==> config.mk <==
export PLATFORM = sky130hd
export DESIGN_NAME = utf8_cp1251_to_ucs2_decoder_top
export DESIGN_NICKNAME = d
export VERILOG_FILES = /design/src/rtl/u8cp_pkg.sv /design/src/rtl/utf8_cp1251_to_ucs2_decoder_top.sv /design/src/rtl/u8cp_step.sv
export SDC_FILE = /design/constraint.sdc
export NUM_CORES = 1
export LEC_CHECK = 0
export BUFFER_PORTS_ARGS = -buffer_cell sky130_fd_sc_hd__buf_2
export CAP_MARGIN = 20
export CORE_MARGIN = 2
export CORE_UTILIZATION = 35
export CTS_CLUSTER_SIZE = 25
export DETAILED_ROUTE_END_ITERATION = 7
export PLACE_DENSITY = 0.55
export SLEW_MARGIN = 30
export SYNTH_ARGS = -nofsm -noshare
export SYNTH_HDL_FRONTEND = slang
export SYNTH_SLANG_ARGS = --single-unit
==> constraint.sdc <==
create_clock -name clk_i -period 2.73 [get_ports clk_i]
set_input_delay 0.273 -clock clk_i [delete_from_list [all_inputs] [get_ports clk_i]]
set_output_delay 0.273 -clock clk_i [all_outputs]
set_load 0.03 [all_outputs]
==> src/rtl/u8cp_pkg.sv <==
// Shared types, constants and the Windows-1251 table for the decoder.
package u8cp_pkg;

  localparam int unsigned CountWidth = 24;
  localparam logic [CountWidth-1:0] CountMax = '1;

  // Decoder state carried from one byte to the next
  typedef struct packed {
    logic [1:0]            pending;
    logic [9:0]            partial;
    logic                  err;
    logic                  term;
    logic [CountWidth-1:0] count;
  } u8cp_state_t;

  // One result request
  typedef struct packed {
    logic [15:0]           code_unit;
    logic                  char_valid;
    logic                  decode_error;
    logic                  text_done;
    logic [CountWidth-1:0] char_count;
  } u8cp_result_t;

  // Windows-1251 upper half, indexed by byte - 0x80
  localparam logic [15:0] Cp1251Rom [128] = '{
    16'h0402, 16'h0403, 16'h201A, 16'h0453, 16'h201E, 16'h2026, 16'h2020, 16'h2021,
    16'h20AC, 16'h2030, 16'h0409, 16'h2039, 16'h040A, 16'h040C, 16'h040B, 16'h040F,
    16'h0452, 16'h2018, 16'h2019, 16'h201C, 16'h201D, 16'h2022, 16'h2013, 16'h2014,
    16'h003F, 16'h2122, 16'h0459, 16'h203A, 16'h045A, 16'h045C, 16'h045B, 16'h045F,
    16'h00A0, 16'h040E, 16'h045E, 16'h0408, 16'h00A4, 16'h0490, 16'h00A6, 16'h00A7,
    16'h0401, 16'h00A9, 16'h0404, 16'h00AB, 16'h00AC, 16'h00AD, 16'h00AE, 16'h0407,
    16'h00B0, 16'h00B1, 16'h0406, 16'h0456, 16'h0491, 16'h00B5, 16'h00B6, 16'h00B7,
    16'h0451, 16'h2116, 16'h0454, 16'h00BB, 16'h0458, 16'h0405, 16'h0455, 16'h0457,
    16'h0410, 16'h0411, 16'h0412, 16'h0413, 16'h0414, 16'h0415, 16'h0416, 16'h0417,
    16'h0418, 16'h0419, 16'h041A, 16'h041B, 16'h041C, 16'h041D, 16'h041E, 16'h041F,
    16'h0420, 16'h0421, 16'h0422, 16'h0423, 16'h0424, 16'h0425, 16'h0426, 16'h0427,
    16'h0428, 16'h0429, 16'h042A, 16'h042B, 16'h042C, 16'h042D, 16'h042E, 16'h042F,
    16'h0430, 16'h0431, 16'h0432, 16'h0433, 16'h0434, 16'h0435, 16'h0436, 16'h0437,
    16'h0438, 16'h0439, 16'h043A, 16'h043B, 16'h043C, 16'h043D, 16'h043E, 16'h043F,
    16'h0440, 16'h0441, 16'h0442, 16'h0443, 16'h0444, 16'h0445, 16'h0446, 16'h0447,
    16'h0448, 16'h0449, 16'h044A, 16'h044B, 16'h044C, 16'h044D, 16'h044E, 16'h044F
  };

endpackage

==> src/rtl/utf8_cp1251_to_ucs2_decoder_top.sv <==
// Top level of the UTF-8 / Windows-1251 to 16-bit code unit decoder.
//
//  channel | direction | handshake               | payload
//  --------+-----------+-------------------------+-------------------------------------
//  in      | input     | in_valid_i/in_ready_o   | data_byte_i, end_of_text_i
//  out     | output    | out_valid_o/out_ready_i | code_unit_o .. char_count_o (5 fields)
//  cfg     | input     | cfg_valid_i/cfg_ready_o | cfg_data_i (encoding_mode)
//
// One byte per clock sustained while the output is not stalled; an accepted byte is
// decoded from the input register into the result register.
// The rate is set by the combinational state update of the per-byte decoder.
// Reset clears the mode, the decode state and both valid flags; no clearing pass.
// A stalled result holds in the result register while the next byte waits in
// the input register; the configuration port is always ready.
module utf8_cp1251_to_ucs2_decoder_top (
  input  logic        clk_i,
  input  logic        rst_ni,
  input  logic        in_valid_i,
  output logic        in_ready_o,
  input  logic [7:0]  data_byte_i,
  input  logic        end_of_text_i,
  output logic        out_valid_o,
  input  logic        out_ready_i,
  output logic [15:0] code_unit_o,
  output logic        char_valid_o,
  output logic        decode_error_o,
  output logic        text_done_o,
  output logic [23:0] char_count_o,
  input  logic        cfg_valid_i,
  output logic        cfg_ready_o,
  input  logic        cfg_data_i
);

  logic                   in_valid_q;
  logic [7:0]             in_byte_q;
  logic                   in_end_q;
  logic                   mode_q;
  u8cp_pkg::u8cp_state_t  state_q;
  u8cp_pkg::u8cp_state_t  state_d;
  logic                   out_valid_q;
  u8cp_pkg::u8cp_result_t out_q;
  u8cp_pkg::u8cp_result_t res_d;
  logic                   res_valid_d;
  logic                   advance;
  logic                   cfg_write;

  assign cfg_ready_o = 1'b1;
  assign cfg_write   = cfg_valid_i;
  assign advance     = in_valid_q && (!out_valid_q || out_ready_i);
  assign in_ready_o  = !in_valid_q || advance;

  u8cp_step u_step (
    .state_i       (state_q),
    .mode_i        (mode_q),
    .data_byte_i   (in_byte_q),
    .end_of_text_i (in_end_q),
    .state_o       (state_d),
    .res_valid_o   (res_valid_d),
    .res_o         (res_d)
  );

  // Input register: take a request whenever the slot frees up
  always_ff @(posedge clk_i or negedge rst_ni) begin
    if (!rst_ni) begin
      in_valid_q <= 1'b0;
    end else if (in_ready_o) begin
      in_valid_q <= in_valid_i;
    end
  end

  always_ff @(posedge clk_i) begin
    if (in_ready_o && in_valid_i) begin
      in_byte_q <= data_byte_i;
      in_end_q  <= end_of_text_i;
    end
  end

  // Mode register and decode state; a mode write drops any open sequence
  always_ff @(posedge clk_i or negedge rst_ni) begin
    if (!rst_ni) begin
      mode_q  <= 1'b0;
      state_q <= '0;
    end else if (cfg_write) begin
      mode_q          <= cfg_data_i;
      state_q.pending <= '0;
      state_q.partial <= '0;
    end else if (advance) begin
      state_q <= state_d;
    end
  end

  // Result register: load a decoded request, drop it once taken
  always_ff @(posedge clk_i or negedge rst_ni) begin
    if (!rst_ni) begin
      out_valid_q <= 1'b0;
    end else if (advance) begin
      out_valid_q <= res_valid_d;
    end else if (out_ready_i) begin
      out_valid_q <= 1'b0;
    end
  end

  always_ff @(posedge clk_i) begin
    if (advance) begin
      out_q <= res_d;
    end
  end

  assign out_valid_o    = out_valid_q;
  assign code_unit_o    = out_q.code_unit;
  assign char_valid_o   = out_q.char_valid;
  assign decode_error_o = out_q.decode_error;
  assign text_done_o    = out_q.text_done;
  assign char_count_o   = out_q.char_count;

endmodule

==> src/rtl/u8cp_step.sv <==
// Per-byte decode logic: next state and result request for one byte.
module u8cp_step (
  input  u8cp_pkg::u8cp_state_t  state_i,
  input  logic                   mode_i,
  input  logic [7:0]             data_byte_i,
  input  logic                   end_of_text_i,
  output u8cp_pkg::u8cp_state_t  state_o,
  output logic                   res_valid_o,
  output u8cp_pkg::u8cp_result_t res_o
);

  logic [1:0]  pend;
  logic [9:0]  part;
  logic        err;
  logic [23:0] cnt;
  logic        endf;
  logic        have;
  logic [15:0] code;
  logic [7:0]  low;
  logic        cont;

  always_comb begin
    pend = state_i.pending;
    part = state_i.partial;
    err  = state_i.err;
    cnt  = state_i.count;
    endf = end_of_text_i;
    have = 1'b0;
    code = '0;
    low  = data_byte_i ^ 8'h80;
    cont = (data_byte_i[7:6] == 2'b10);

    // Open a new text after the previous one ended
    if (state_i.term) begin
      pend = '0;
      part = '0;
      err  = 1'b0;
      cnt  = '0;
    end

    if (data_byte_i == 8'h00) begin
      endf = 1'b1;
    end else if (!err) begin
      if (mode_i) begin
        // Windows-1251: lower half passes, upper half through the table
        pend = '0;
        part = '0;
        have = 1'b1;
        if (data_byte_i[7]) begin
          code = u8cp_pkg::Cp1251Rom[data_byte_i[6:0]];
        end else begin
          code = {8'h00, data_byte_i};
        end
      end else if (pend == 2'd0) begin
        // Lead byte
        case (data_byte_i) inside
          [8'h01:8'h7F]: begin
            code = {8'h00, data_byte_i};
            have = 1'b1;
          end
          [8'hC2:8'hDF]: begin
            part = {5'b0, data_byte_i[4:0]};
            pend = 2'd1;
          end
          [8'hE0:8'hEF]: begin
            part = {6'b0, data_byte_i[3:0]};
            pend = 2'd2;
          end
          default: begin
            err = 1'b1;
          end
        endcase
      end else if (pend == 2'd1 && cont) begin
        // Final continuation byte completes the character
        code = {part, low[5:0]};
        have = 1'b1;
        pend = '0;
        part = '0;
      end else if (pend == 2'd2 && cont && (part != '0 || data_byte_i >= 8'hA0)) begin
        // Middle byte of a three-byte form; an E0 lead needs A0 or above
        part = {part[3:0], low[5:0]};
        pend = 2'd1;
      end else begin
        err  = 1'b1;
        pend = '0;
        part = '0;
      end
    end

    // Flag a sequence cut off by the end of the text
    if (endf && pend != 2'd0) begin
      err  = 1'b1;
      pend = '0;
      part = '0;
    end

    // Saturating character count
    if (have && cnt != u8cp_pkg::CountMax) begin
      cnt = cnt + 24'd1;
    end

    state_o.pending = pend;
    state_o.partial = part;
    state_o.err     = err;
    state_o.term    = endf;
    state_o.count   = cnt;

    res_valid_o         = have || endf;
    res_o.code_unit     = have ? code : 16'h0000;
    res_o.char_valid    = have;
    res_o.decode_error  = endf && err;
    res_o.text_done     = endf;
    res_o.char_count    = cnt;
  end

endmodule

Word level (Yosys, flattened, before mapping)

Memories as Yosys holds them, arrays and structs flattened.
Cells that the tools add are included.

Register bits after elaboration: 93
Logic and storage cells: 110
Memory bits (read-only): 2048
Input port bits: 15
Output and inout bits: 46
Memories: 1

Memory list:

| name             | depth | width | rd ports | clocked after memory_dff | write ports | RTL line        | source |
|---|---|---|---|---|---|---|---|
| (name not given) | 128   | 16    | 1        | 0                        | 0           | u8cp_step.sv:50 | `code = u8cp_pkg::Cp1251Rom[data_byte_i[6:0]];` |

Equality and inequality tests: 4
Bitwise logic cells: 3
$add $sub $neg: 1
Mux-type cells: 53
Order comparisons: 8
Reduce and logical (&&, ||, !) cells: 25

Operator list:

| operator                                                                         | number |
|---|---|
| 10-bit two-way mux                                                               | 11 |
| 16-bit two-way mux                                                               | 6 |
| 24-bit two-way mux                                                               | 2 |
| 38-bit two-way mux                                                               | 1 |
| 8-bit >= comparator, second input constant                                       | 4 |
| 24-bit by 1-bit adder with 24-bit output, second input constant                  | 1 |
| 24-bit != test, second input constant                                            | 1 |
| 1-bit two-way mux                                                                | 21 |
| 2-bit two-way mux                                                                | 10 |
| 8-bit less-or-equal comparator, second input constant                            | 2 |
| 12-bit two-way mux                                                               | 1 |
| 1-bit logical AND                                                                | 11 |
| 10-bit nonzero test                                                              | 1 |
| 8-bit by 1-bit >= comparator with 1-bit output, second input constant            | 1 |
| 8-bit by 7-bit less-or-equal comparator with 1-bit output, second input constant | 1 |
| 8-bit zero test                                                                  | 1 |
| 8-bit two-way mux                                                                | 1 |
| 7-bit inverter with 8-bit output                                                 | 1 |
| 2-bit nonzero test                                                               | 3 |
| 2-bit equality test, second input constant                                       | 2 |
| 1-bit logical OR                                                                 | 4 |
| 3-bit OR reduction                                                               | 1 |
| 2-bit by 1-bit equality test with 1-bit output, second input constant            | 1 |
| 1-bit zero test                                                                  | 2 |
| 3 further kinds                                                                  | 4 |

Longest topological paths before layout

Depth after elaboration: 15
Gate-level depth with buffers: 12
Gate-level depth less buffers: 10

By module

From an unflattened synthesis, not the netlist that was laid out.

Cells, all modules: 596
Area, all modules: 5834.3 um2

By module, submodules not included:

| module                          | area an instance (um2) | cells an instance | instances | sequential area each (um2) |
|---|---|---|---|---|
| utf8_cp1251_to_ucs2_decoder_top | 3184.3                 | 175               | 1         | 2587.5 |
| u8cp_step                       | 2650.0                 | 421               | 1         | 0.0 |

Worst setup path before layout

No wires, ideal clock.

Path kind: register to register
Start: reg in_byte_q[0]
End: reg state_q[30] in the netlist's numbering
Path buffers: 2
Path slack: -130 ps
Setup time: 68 ps
Cell stages (with the launch flop): 12
Clock period less this slack: 2860 ps
Required time: 2662 ps
Data arrival time: 2792 ps
Cell sequence: edfxtp_1 clkbuf_1 inv_1 ha_1 nor4b_2 and3b_1 buf_4 o21a_1 a221oi_4 nand2_2 a2111oi_4 a32o_1

Cells in the longest elaborated chain, start to end: 14
Elaborated cells between the ends (all ways): 37
Classes of those cells: order compare: 7; mux: 22; reduce/logical: 8

Ends and longest elaborated chain:

| what                                                                          | RTL line                              | source |
|---|---|---|
| from (decl)                                                                   | utf8_cp1251_to_ucs2_decoder_top.sv:35 | `logic [7:0] in_byte_q;` |
| from (signal assigned)                                                        | utf8_cp1251_to_ucs2_decoder_top.sv:73 | `in_byte_q <= data_byte_i;` |
| 8-bit >= comparator (no source line), or another cell as far along            | -                                     |  |
| 1-bit logical AND (no source line) / 1-bit logical OR (equally long branches) | -                                     |  |
| 2-bit two-way mux / 1-bit logical AND (equally long branches)                 | u8cp_step.sv:56, u8cp_step.sv:79      |  |
| 2-bit two-way mux / 1-bit two-way mux (equally long branches)                 | u8cp_step.sv:56, u8cp_step.sv:79      |  |
| 2-bit two-way mux, on equally long branches                                   | u8cp_step.sv:56, u8cp_step.sv:73      |  |
| 2-bit two-way mux                                                             | u8cp_step.sv:54                       | `end else if (pend == 2'd0) begin` |
| 2-bit two-way mux                                                             | u8cp_step.sv:44                       | `if (mode_i) begin` |
| 2-bit two-way mux                                                             | u8cp_step.sv:43                       | `end else if (!err) begin` |
| 2-bit two-way mux                                                             | u8cp_step.sv:41                       | `if (data_byte_i == 8'h00) begin` |
| 2-bit nonzero test                                                            | u8cp_step.sv:91                       | `if (endf && pend != 2'd0) begin` |
| 1-bit logical AND                                                             | u8cp_step.sv:91                       |  |
| 10-bit two-way mux (*)                                                        | u8cp_step.sv:91                       |  |
| 38-bit two-way mux (*)                                                        | utf8_cp1251_to_ucs2_decoder_top.sv:87 | `end else if (advance) begin` |
| 12-bit two-way mux (*)                                                        | utf8_cp1251_to_ucs2_decoder_top.sv:83 | `end else if (cfg_write) begin` |
| to (signal assigned)                                                          | utf8_cp1251_to_ucs2_decoder_top.sv:88 | `state_q <= state_d;` |
| to (decl)                                                                     | utf8_cp1251_to_ucs2_decoder_top.sv:38 | `u8cp_pkg::u8cp_state_t state_q;` |

Mark *: on every way between the ends. The rest lies on a longest branch, timed or not. The select of a mux whose other input is x is not followed.
A chain may end at the register's enable or synchronous reset.

Worst setup path after layout

Start: reg state_q[24] in the netlist's numbering
End: reg state_q[34] in the netlist's numbering

Cells in the longest elaborated chain, start to end: 15
Elaborated cells between the ends (all ways): 34
Classes of those cells: eq/ne: 2; mux: 24; reduce/logical: 8

Ends and longest elaborated chain:

| what                                                              | RTL line                              | source |
|---|---|---|
| 10-bit two-way mux / 2-bit two-way mux (equally long branches)    | u8cp_step.sv:34                       | `if (state_i.term) begin` |
| 10-bit nonzero test / 2-bit equality test (equally long branches) | u8cp_step.sv:79                       | `end else if (pend == 2'd2 && cont && (part != '0 \|\| data_byte_i >= 8'hA0)) begin` |
| 1-bit logical OR / 1-bit logical AND (equally long branches)      | u8cp_step.sv:79                       |  |
| 1-bit logical AND                                                 | u8cp_step.sv:79                       |  |
| 1-bit two-way mux                                                 | u8cp_step.sv:79                       |  |
| 2-bit two-way mux                                                 | u8cp_step.sv:73                       | `end else if (pend == 2'd1 && cont) begin` |
| 2-bit two-way mux                                                 | u8cp_step.sv:54                       |  |
| 2-bit two-way mux                                                 | u8cp_step.sv:44                       |  |
| 2-bit two-way mux                                                 | u8cp_step.sv:43                       |  |
| 2-bit two-way mux                                                 | u8cp_step.sv:41                       |  |
| 2-bit nonzero test                                                | u8cp_step.sv:91                       |  |
| 1-bit logical AND                                                 | u8cp_step.sv:91                       |  |
| 10-bit two-way mux (*)                                            | u8cp_step.sv:91                       |  |
| 38-bit two-way mux (*)                                            | utf8_cp1251_to_ucs2_decoder_top.sv:87 |  |
| 12-bit two-way mux (*)                                            | utf8_cp1251_to_ucs2_decoder_top.sv:83 |  |

Marks and branches as above.

==> flow_summary.json <==
{
  "status": "completed",
  "filler_cell_count": 1637,
  "cts-buffers-inserted": 9,
  "synth_sequential_area_ratio": 0.442,
  "static-leakage-power_nw": 2.84,
  "tritoncts": "yes",
  "synthXorXnorAreaFrac": 0.0344,
  "antenna-diode-count": 0,
  "die_height_um": 133,
  "drv_cap": 0,
  "clk_root_buffer_cell": "sky130_fd_sc_hd__clkbuf_16",
  "rr_startpoint": "state_q[24]",
  "via_count_of_the_first_global_routing_pass": 4623,
  "final_count_of_hold_timing_violations": 0,
  "timing.reg2reg.setup_slack_ps": 130,
  "pin_count": 61,
  "crit_end_category": "register",
  "drive_above_1_share": 0.215,
  "cells_after_synth": 613,
  "synth-compound-area-share": 0.210,
  "period_minus_slack_ps": 2600,
  "synth_simple_gate_area_frac": 0.201,
  "synth_top_cell_area_share": 0.267,
  "postSynthRegisterBits": 93,
  "floorplan.initialDensity": 0.355,
  "gp_congestion": 0.865,
  "cts-htree-levels": 3,
  "clock_transition_time_at_the_flip_flop_clock_pins_of_the_worst_setup_and_hold_paths_ps": 70,
  "syn-cell-area_sq_mm": 0.00585,
  "rows": 47,
  "yosys_warnings": 0,
  "antenna_found_initial": 0,
  "vdd_ir_max_v": 0.000316,
  "cts-root-to-sink-buffers": 2,
  "required_ps": 2970,
  "r2r-end": "state_q[34]",
  "synth.mux.area_fraction": 0.0456,
  "detail_route.first_pass.iterations": 6,
  "route.vias.total": 5011,
  "finalSetupViolations": 0,
  "async_reset_ff_frac": 0.441,
  "drt.antenna.violating_nets": 0,
  "fp.dieArea_sq_mm": 0.0178,
  "max-slew-margin-rel": 0.477,
  "core_area_sq_mm": 0.0165,
  "wl_per_cell_um": 16.9,
  "final_std_cell_area_no_fill_sq_mm": 0.00700,
  "routed_via_density": 5.49,
  "grt_usage": 0.176,
  "worst_hold_path_type": "in2reg",
  "starting_drt_drc_count": 531,
  "gr-total-overflow": 0,
  "yosys.area.top_type": "sky130_fd_sc_hd__edfxtp_1",
  "finish.net_count": 715,
  "cells_taking_the_most_area_after_synthesis": "sky130_fd_sc_hd__edfxtp_1 27%, sky130_fd_sc_hd__dfrtp_1 18%, sky130_fd_sc_hd__nor2_1 4.8%, sky130_fd_sc_hd__nand2_1 3.8%, sky130_fd_sc_hd__mux2i_1 3.6%",
  "crit_arrival_ps": 2840,
  "setup.worst_path.end": "state_q[34]",
  "largest_net_degree_at_the_start_of_global_routing": 45,
  "worst_skew_pair.late_latency_ps": 350,
  "dp.final_hpwl_mm": 11.0,
  "startpoint": "state_q[24]",
  "buffers_on_ports": 59,
  "clock_sink_count": 93,
  "drcViolationCount": 0,
  "layout_worst_path_cycle_share": 0.951,
  "max_slew.worst_pin.slew_ps": 778,
  "timing_worst_setup_path_type": "reg2reg",
  "grt_pass1_wl_mm": 24.6,
  "holdWs_ps": 92.5,
  "skew_ps": 8.82,
  "synth_nets": 640,
  "finalSetupTns_ps": 0,
  "cellPowerDensity_mw_per_mm2": 597,
  "edff_count_synth": 52,
  "synth_top_family_by_area": "compound AO/OA/AOI/OAI gates",
  "report.final.slew_viol_count": 0,
  "setup.worst_path.start_class": "register",
  "synth_top_flop_cell": "sky130_fd_sc_hd__edfxtp_1",
  "post_synth.cell_area_avg_sq_um": 9.54,
  "routed_wl_mm": 15.4,
  "syn_to_final_growth_pct": 19.7,
  "maxClockFrequency_ghz": 0.385,
  "post_synth_num_cell_types": 79,
  "instance_area_at_placement_sq_mm": 0.00658,
  "synthAdderAreaFrac": 0.0257,
  "timing.critical_path.fanout_max": 8,
  "worst-r2r-cell-count": 8,
  "die_x_um": 133
}
[critical path, cell delays in order (launching register included)]
cell                      delay, ps
sky130_fd_sc_hd__dfrtp_1        490
sky130_fd_sc_hd__buf_4          210
sky130_fd_sc_hd__nor2b_1         70
sky130_fd_sc_hd__nor3_1         540
sky130_fd_sc_hd__o22ai_1        240
sky130_fd_sc_hd__a22o_4         330
sky130_fd_sc_hd__a31oi_2        210
sky130_fd_sc_hd__o31ai_4        130
sky130_fd_sc_hd__a22o_1         260
[cell usage after synthesis, drive strengths merged, types with 5 or more instances]
library cell / n
nor2: 75
nand2: 60
edfxtp: 52
o21ai: 48
dfrtp: 41
a21oi: 33
clkbuf: 25
mux2i: 21
buf: 18
nand3: 16
and2: 14
nor2b: 14
nor3: 14
xnor2: 14
ha: 12
inv: 12
nand2b: 11
a211oi: 10
nand4: 10
xor2: 9
a22o: 6
a32o: 6
and3: 6
a2111oi: 5
a31oi: 5
[worst min-delay path by stage]
stage / startpoint / to / slack [ps] / cells after the start
global route: data_byte_i[0] / in_byte_q[0] / 80 / 1
CTS: end_of_text_i / in_end_q / 80 / 1
detailed placement: rst_ni / state_q[16] / 310 / 1
floorplan: rst_ni / in_valid_q / -20 / 0
global placement: data_byte_i[7] / in_byte_q[7] / 450 / 1
finish: data_byte_i[1] / in_byte_q[1] / 90 / 1
[per-stage QoR]
stage	worst slack, ps	std cells	utilization	total power [mW]
6_report	133	912	0.425	4.18
5_1_grt	-6.07	912	0.425	4.38
3_5_place_dp	50.0	891	0.400	2.80
4_1_cts	39.7	907	0.420	4.19
2_1_floorplan	6.21	613	-	2.45
3_3_place_gp	125	891	0.400	2.80
[power breakdown]
part / switching [mW] / total, mW / leakage [nW] / internal, mW
sequential: 0.0886 / 1.73 / 1.07 / 1.64
combinational: 0.701 / 1.07 / 1.61 / 0.366
clock: 0.530 / 1.39 / 0.158 / 0.855
total: 1.32 / 4.18 / 2.84 / 2.86
[metal layers]
layer / up-vias / track usage / part of all wire
met3: 31 / 0.0285 / 0.059
met5: - / 0 / 0
li1: 2409 / - / -
met2: 188 / 0.294 / 0.49
met1: 2383 / 0.225 / 0.43
met4: 0 / 0.0804 / 0.028
[what timing repair did]
action | in CTS | in global routing
resized for setup | 0 | 13
buffers inserted | 0 | 6
setup endpoints to repair | 0 | 20
endpoints found under the hold margin | 41 | 0
hold buffers | 1 | 0
[layout by cell type (no fill, tap or decap), types with 12 or more instances in the layout]
master	netlist	routed
sky130_fd_sc_hd__mux2i_1	21	21
sky130_fd_sc_hd__o21ai_1	13	14
sky130_fd_sc_hd__edfxtp_1	52	52
sky130_fd_sc_hd__nand2_1	59	59
sky130_fd_sc_hd__dfrtp_1	41	41
sky130_fd_sc_hd__nor3_1	12	12
sky130_fd_sc_hd__nor2b_1	14	13
sky130_fd_sc_hd__nand3_1	15	15
sky130_fd_sc_hd__and2_1	12	12
sky130_fd_sc_hd__o21ai_0	35	34
sky130_fd_sc_hd__xnor2_1	14	14
sky130_fd_sc_hd__buf_2	8	58
sky130_fd_sc_hd__a21oi_1	32	32
sky130_fd_sc_hd__nor2_1	75	75
sky130_fd_sc_hd__buf_4	3	45
[logic make-up (layout without fill, tap and decap cells)]
kind of cell | after synthesis | in the layout
buf+inv | 55 | 134
mux | 25 | 25
fa+ha+maj | 12 | 12
other cells | 1 | 1
xor+xnor | 23 | 23
compound gates | 166 | 166
simple gates | 238 | 238
flops | 93 | 93
[sequential cells by signal, summed over array words and instances (netlist names)]
register and count:
in_byte_q 8, code_unit_o 16, in_end_q 1, out_valid_o 1
decode_error_o 1, mode_q 1, state_q 38, char_count_o 24
char_valid_o 1, in_valid_q 1, text_done_o 1
[cell type report]
class,instances,area (sq um),share of cell area
clock inverters,3,68.8,0.00983
clock buffers,12,258,0.0368
inverters,12,48.8,0.00697
multi-input cells,465,3080,0.440
repair buffers,107,681,0.0972
well taps,220,275,0.0393
flip-flops and latches,93,2590,0.369
Note: power is estimated with default switching activity, not from simulation.
